File: src/rtl/pqls_pkg.sv
// ----------------------------------------------------------------------------
// pqls_pkg: shared types and codes of the linear scan priority queue
// Holds the request and response field widths, the command and status codes,
// and the packed layout of one stored queue entry.
// ----------------------------------------------------------------------------
package pqls_pkg;

    localparam int CMD_W  = 2;
    localparam int DATA_W = 32;
    localparam int STAT_W = 2;
    localparam int OCC_W  = 8;

    localparam logic [CMD_W-1:0] CMD_ENQUEUE = 2'd0;
    localparam logic [CMD_W-1:0] CMD_DEQUEUE = 2'd1;
    localparam logic [CMD_W-1:0] CMD_PEEK    = 2'd2;

    localparam logic [STAT_W-1:0] ST_OK    = 2'd0;
    localparam logic [STAT_W-1:0] ST_FULL  = 2'd1;
    localparam logic [STAT_W-1:0] ST_EMPTY = 2'd2;

    // One stored pair. The priority member is called prio because
    // priority is a keyword of the language.
    typedef struct packed {
        logic signed [DATA_W-1:0] value;
        logic signed [DATA_W-1:0] prio;
    } entry_t;

endpackage

File: src/rtl/pqls_best.sv
// ----------------------------------------------------------------------------
// pqls_best: running winner of the head scan
// Compares each entry read from storage against the best one so far and
// keeps the winner and its index.
// ----------------------------------------------------------------------------
module pqls_best #(
    parameter int IDX_W = 7
) (
    input  logic                    clk,
    input  logic                    upd,
    input  logic                    first,
    input  logic [IDX_W-1:0]        idx,
    input  pqls_pkg::entry_t        cand,
    output pqls_pkg::entry_t        best,
    output logic [IDX_W-1:0]        best_idx
);

    pqls_pkg::entry_t   best_reg;
    logic [IDX_W-1:0]   best_idx_reg;
    logic               wins;

    // Strictly better only, so the earliest entry survives a full tie.
    assign wins = (cand.prio > best_reg.prio) ||
                  ((cand.prio == best_reg.prio) && (cand.value > best_reg.value));

    always_ff @(posedge clk)
    begin
        if (upd && (first || wins))
        begin
            best_reg     <= cand;
            best_idx_reg <= idx;
        end
    end

    assign best     = best_reg;
    assign best_idx = best_idx_reg;

endmodule

File: config.mk
export PLATFORM = sky130hd
export DESIGN_NAME = pqls_best
export DESIGN_NICKNAME = d
export VERILOG_FILES = /design/src/rtl/pqls_pkg.sv /design/src/rtl/pqls_best.sv
export SDC_FILE = /design/constraint.sdc
export NUM_CORES = 1
export LEC_CHECK = 0
export BUFFER_PORTS_ARGS = -buffer_cell sky130_fd_sc_hd__buf_4
export CORE_MARGIN = 2
export CORE_UTILIZATION = 53
export CTS_CLUSTER_SIZE = 30
export DETAILED_ROUTE_END_ITERATION = 8
export PLACE_DENSITY = 0.91
export SLEW_MARGIN = 15
export SYNTH_ARGS = -nofsm -noshare
export SYNTH_HDL_FRONTEND = slang
export SYNTH_SLANG_ARGS = --single-unit
File: constraint.sdc
create_clock -name clk -period 11.37 [get_ports clk]
set_input_delay 2.274 -clock clk [delete_from_list [all_inputs] [get_ports clk]]
set_output_delay 2.274 -clock clk [all_outputs]
set_load 0.01 [all_outputs]
==> results of run 1 <==
report_power, final:
part | switching [mW] | internal, mW
clock network | 0.0944 | 0.0781
registers | 0.00994 | 0.312
logic | 0.0653 | 0.0653
total | 0.170 | 0.456
synth_stat cells, types with 2 or more instances:
library cell	n
a21o_1	11
a21oi_1	18
a21oi_2	3
a221o_1	2
a221oi_1	3
and4_1	3
edfxtp_1	71
ha_1	64
inv_1	65
nand2_1	12
nand3_1	5
nand4_1	10
nor2_1	3
nor2b_1	3
nor4_1	3
o211ai_1	3
o21ai_0	3
o21ai_1	3
cell type report:
| cell class | instances | share of cell area [%] |
|---|---|---|
| sequential | 71 | 41.3 |
| inverter | 65 | 4.73 |
| clock buffer | 10 | 2.47 |
| multi-input combinational | 160 | 27.3 |
| clock inverter | 6 | 0.727 |
| timing repair buffer | 145 | 21.1 |
| tap | 96 | 2.33 |
metal layers:
layer / vias up / global-route usage, % / wire length (µm)
met5: - / 0 / 0
met1: 1326 / 26.3 / 3420
met4: 0 / 10.3 / 245
li1: 1390 / - / -
met2: 115 / 39.2 / 4300
met3: 20 / 5.22 / 614
metrics by stage:
stage	setup slack, ns	hold WS [ns]	cell area [µm²]	std cells	util (%)
2_1_floorplan	4.06	2.37	3780	296	-
3_3_place_gp	5.75	1.38	5000	537	73.1
3_5_place_dp	5.68	1.42	5000	537	73.1
4_1_cts	6.03	1.45	5160	553	75.5
5_1_grt	5.85	1.51	5160	553	75.5
6_report	6.04	1.42	5160	553	75.5
how the worst max path moves through the flow:
stage                     to  slack, ns  cells past startpoint
finish              best[44]       6.04                     10
global route        best[44]       5.85                     10
CTS                 best[44]       6.03                     10
detailed placement  best[33]       5.68                     10
global placement     best[8]       5.75                     10
floorplan            best[0]       4.06                      8
worst register-to-register path: stages, from the launching register on:
cell and delay [ns]:
edfxtp_1 0.41, inv_1 0.07, ha_1 0.24, and2_0 0.19
a221o_1 0.30, a221oi_1 0.29, o21ai_1 0.13, a21oi_2 0.13
xnor2_1 0.12, o21ai_4 0.85, buf_4 0.57
kinds of logic after synthesis:
group	synth area share (%)
adder cells (fa/ha/maj)	21.2
AND/OR/NAND/NOR	6.06
XOR/XNOR	0.232
AO/OA/AOI/OAI	9.58
flip-flops	56.5
buffers and inverters	6.46
==> out/metrics.cfg, run 1 <==
[clock_tree]
cts_resized = 0
cts_made_buffers = 9
insertion_delay_ns = 0.34
clock_path_buffers = 2
hold_buffers = 0
cts_max_level = 3
cts_tree = yes
cts_sinks = 71
clk_pin_slew_ns = 0.08
post_cts_buffers = 0
root_buffer = clkbuf_8

[sta]
tns_ns = 0
min_period_over_period_pct = 46.9
period_minus_slack_ns = 5.33
setup_viol_count_final = 0
worstMarginPinSlew_ns = 1.07
timing.fmax_ghz = 0.188
maxSlewViolCount = 0
max_slew_margin_pct = 28.5
rsz0062_at_grt = no
fin_skew_ns = 0.00873
finalHoldViolations = 0

[hold_path]
hold_start = best[63]
min_path_type = flip-flop to flip-flop
holdPathStages = 4
min_to = best[28]

[worst_setup_path]
arrival_ns = 5.31
r2r_cells = 10
cpLargestDelayFamily = compound AO/OA/AOI/OAI gates
r2r-end = best[44]
critPathMaxStageDelay_ns = 0.85
critPathLaunch = cand[59]
cpMaxStageDelayCell = o21ai_4
r2r_slack_ns = 7.68
cpMostUsedCell = buf_4
worst_setup_path_end_kind = flip-flop
crit_path_max_fanout = 37
start_kind = primary input
cp_num_buf_inv = 2
required_ns = 11.35
crit_type = primary input to flip-flop
worstPathCellList = buf_4 -> ha_1 -> and2_0 -> a221o_1 -> a221oi_1 -> o21ai_1 -> a21oi_2 -> xnor2_1 -> o21ai_4 -> buf_4
r2r_start = best[59]

[floorplan]
rows = 30
die_w_um = 88.4
fp.coreArea_um2 = 6830
die_y_um = 88.4
dieArea_um2 = 7820
ioPinCount = 145
initial_core_util_pct = 55.3

[detailed_routing]
drc_errors = 0
avgRoutedWirePerCell_um = 15.5
ant_nets = 0
wirelength_mm = 8.59
dr.first_iter.drc_count = 103
viasPerCell = 5.16
num_vias = 2851
drt-pass1-iter-count = 4

[global_routing]
antenna_found_initial = 0
grt_pass1_vias = 2973
gr-total-overflow = 0
grt_pass1_wl_mm = 13.4
grt_start_max_net_pins = 38
grt_usage_pct = 22.5

[pwr]
vdd_drop_max_mv = 0.0675
power_leakage_nw = 2.53
power_mw = 0.625
p_per_area_nw_per_um2 = 121

[logic_synthesis]
syn_inst = 296
ys_warn_count = 0
synth_edf_count = 71
yosys-top-cells-area = edfxtp_1 (56%), ha_1 (21%), inv_1 (6.5%)
yosys.area.top_type_share_pct = 56.5
yosysTopAreaCell = edfxtp_1
syn_avg_cell_area_um2 = 12.8
synth-seq-cells = 71
yosysSeqAreaShare_pct = 56.5
synth_cell_types = 29
async_reset_ff_share_pct = 0
syn_area_um2 = 3780
syn_nets = 434
ys.flop_type = edfxtp_1

[finish]
areaGrowthSynthToFinish_pct = 36.7
antenna_cells = 0
largest_reg_flops = 64
register_area_um2 = 2130
drive_gt1_share_pct = 36.1
final_cell_mix = buf_4 (145), edfxtp_1 (71), inv_1 (65), ha_1 (64), a21oi_1 (18)
n_fill_cell = 462
layout_commonest_cell = buf_4
finalNetCount = 590
multi_input_area_um2 = 1410

[placed_design]
dp_hpwl_mm = 6.90
io_buffers = 144
gp_congestion = 0.799

[status]
status = complete, no violations

[job]
maxCapViolCount = 0

Power figures use the tool's default switching activity.
==> run 2: changes to the inputs <==
CORE_UTILIZATION = 49   (was 53)
PLACE_DENSITY = 0.85   (was 0.91)
clock period = 5.2 ns   (was 11.37 ns; I/O delays follow)
==> out/metrics.cfg, run 2 (synthesis results as in run 1) <==
[clock_tree]
clock_path_buffers = 2  ; unchanged
root_buffer = clkbuf_8  ; unchanged
cts_max_level = 3  ; unchanged
cts_sinks = 71  ; unchanged
cts_made_buffers = 9  ; unchanged
cts_resized = 0  ; unchanged
post_cts_buffers = 0  ; unchanged
hold_buffers = 0  ; unchanged
cts_tree = yes  ; unchanged
insertion_delay_ns = 0.34  ; about the same
clk_pin_slew_ns = 0.08  ; about the same

[floorplan]
die_w_um = 91.8  ; was 88.4 µm
initial_core_util_pct = 49.6  ; was 55.3%
die_y_um = 91.8  ; was 88.4 µm
dieArea_um2 = 8420  ; was 7820 µm²
ioPinCount = 145  ; unchanged
rows = 32  ; was 30
fp.coreArea_um2 = 7610  ; was 6830 µm²

[worst_setup_path]
r2r-end = best[28]  ; was best[44]
r2r_cells = 10  ; unchanged
crit_path_max_fanout = 29  ; was 37
crit_type = primary input to flip-flop  ; unchanged
worstPathCellList = buf_4 -> ha_1 -> nand4_1 -> nor4_1 -> a21boi_2 -> or3_1 -> a21oi_2 -> xnor2_1 -> o21ai_4 -> buf_12  ; was buf_4 -> ha_1 -> and2_0 -> a221o_1 -> a221oi_1 -> o21ai_1 -> a21oi_2 -> xnor2_1 -> o21ai_4 -> buf_4
arrival_ns = 3.65  ; was 5.31 ns
r2r_slack_ns = 2.00  ; was 7.68 ns
worst_setup_path_end_kind = flip-flop  ; unchanged
r2r_start = best[47]  ; was best[59]
required_ns = 5.24  ; was 11.35 ns
start_kind = primary input  ; unchanged
critPathMaxStageDelay_ns = 0.63  ; was 0.85 ns
cpMaxStageDelayCell = o21ai_4  ; unchanged

[global_routing]
grt_pass1_wl_mm = 12.7  ; was 13.4 mm
grt_start_max_net_pins = 30  ; was 38
grt_usage_pct = 19.2  ; was 22.5%
antenna_found_initial = 0  ; unchanged
gr-total-overflow = 0  ; unchanged
grt_pass1_vias = 2840  ; was 2973

[hold_path]
min_path_type = primary input to flip-flop  ; was flip-flop to flip-flop
holdPathStages = 1  ; was 4
hold_start = idx[5]  ; was best[63]
min_to = best_idx[5]  ; was best[28]

[placed_design]
dp_hpwl_mm = 6.41  ; was 6.90 mm
io_buffers = 144  ; unchanged
pre_cts_ws_ns = 1.23  ; was 5.68 ns
gp_congestion = 0.827  ; was 0.799

[sta]
finalHoldViolations = 0  ; unchanged
setup_ws_ns = 1.59  ; was 6.04 ns
max_slew_margin_pct = 50.1  ; was 28.5%
period_minus_slack_ns = 3.61
fin_skew_ns = 0.00938  ; was 0.00873 ns
setup_viol_count_final = 0  ; unchanged
min_period_over_period_pct = 69.5
worstMarginPinSlew_ns = 0.746  ; was 1.07 ns
timing.fmax_ghz = 0.277
tns_ns = 0  ; unchanged
rsz0062_at_grt = no  ; unchanged
maxSlewViolCount = 0  ; unchanged

[finish]
antenna_cells = 0  ; unchanged
fin_util_pct = 69.0  ; was 75.5%
drive_gt1_share_pct = 36.2  ; was 36.1%
final_cell_mix = buf_4 (144), edfxtp_1 (71), inv_1 (65), ha_1 (64), a21oi_1 (18)  ; was buf_4 (145), edfxtp_1 (71), inv_1 (65), ha_1 (64), a21oi_1 (18)
areaGrowthSynthToFinish_pct = 39.0  ; was 36.7%
largest_reg_flops = 64  ; unchanged
layout_commonest_cell = buf_4  ; unchanged
finalNetCount = 591  ; was 590

[detailed_routing]
viasPerCell = 4.93  ; was 5.16
dr.first_iter.drc_count = 107  ; was 103
wirelength_mm = 8.00  ; was 8.59 mm
avgRoutedWirePerCell_um = 14.3  ; was 15.5 µm
num_vias = 2762  ; was 2851
drc_errors = 0  ; unchanged
drt-pass1-iter-count = 5  ; was 4
ant_nets = 0  ; unchanged

[pwr]
power_mw = 1.47  ; was 0.625 mW
power_leakage_nw = 2.57  ; was 2.53 nW
p_per_area_nw_per_um2 = 280  ; was 121 nW/µm²
vdd_drop_max_mv = 0.166  ; was 0.0675 mV

[status]
status = complete, no violations  ; unchanged

[job]
maxCapViolCount = 0  ; unchanged

==> run 2: changes by cell type in the layout (fill, tap and decap cells not counted), sizes merged <==
| cell | delta |
|---|---|
| bufinv | +2 |
| clkinvlp | -2 |
| buf | +1 |
| clkinv | -1 |
| clkbuf | +1 |
==> run 2: final cells by class <==
cell class | count | area (µm²)
clock buffers | 11 | 131
fillers | 567 | 2360
inverters | 65 | 244
repair buffers | 146 | 1120
well taps | 102 | 128
flip-flops and latches | 71 | 2130
clock inverters | 5 | 82.6
multi-input cells | 160 | 1410
==> run 2: metrics by stage <==
step / cell area (µm²) / instances / hold WS [ns]
6_report: 5250 / 560 / 0.872
5_1_grt: 5250 / 560 / 0.859
4_1_cts: 5250 / 560 / 0.855
3_5_place_dp: 5040 / 544 / 1.22
3_3_place_gp: 5040 / 544 / 1.22
2_1_floorplan: 3780 / 296 / 1.14
==> run 2: critical path: cells and delay by family <==
| family | cells | cell delay, ns |
|---|---|---|
| and+or+nand+nor | 3 | 0.79 |
| adders and majority gates | 1 | 0.31 |
| xor gates and xnor gates | 1 | 0.16 |
| buffers and inverters | 2 | 0.40 |
| AOI/OAI and AO/OA | 3 | 0.92 |
==> run 2: how the worst max path moves through the flow <==
stage,start,endpoint
2_1_floorplan,cand[37],best[0]
3_3_place_gp,cand[46],best_idx[0]
3_5_place_dp,cand[46],best_idx[0]
4_1_cts,cand[46],best[28]
5_1_grt,cand[43],best[28]
6_report,cand[46],best[28]
==> run 2: power breakdown <==
part,switching [mW],internal [mW],leakage (nW)
Sequential,0.0202,0.682,0.685
Clock,0.205,0.271,0.107
Combinational,0.142,0.147,1.78
Total,0.367,1.10,2.57
==> run 2: routing by layer <==
layer  vias to the layer above  track usage [%]  part of all wire (%)
li1                       1393                -                     -
met1                      1268             23.7                    42
met2                        90             32.9                    49
met3                        11             4.11                   6.5
met4                         0             7.59                   1.5
met5                         -                0                     0
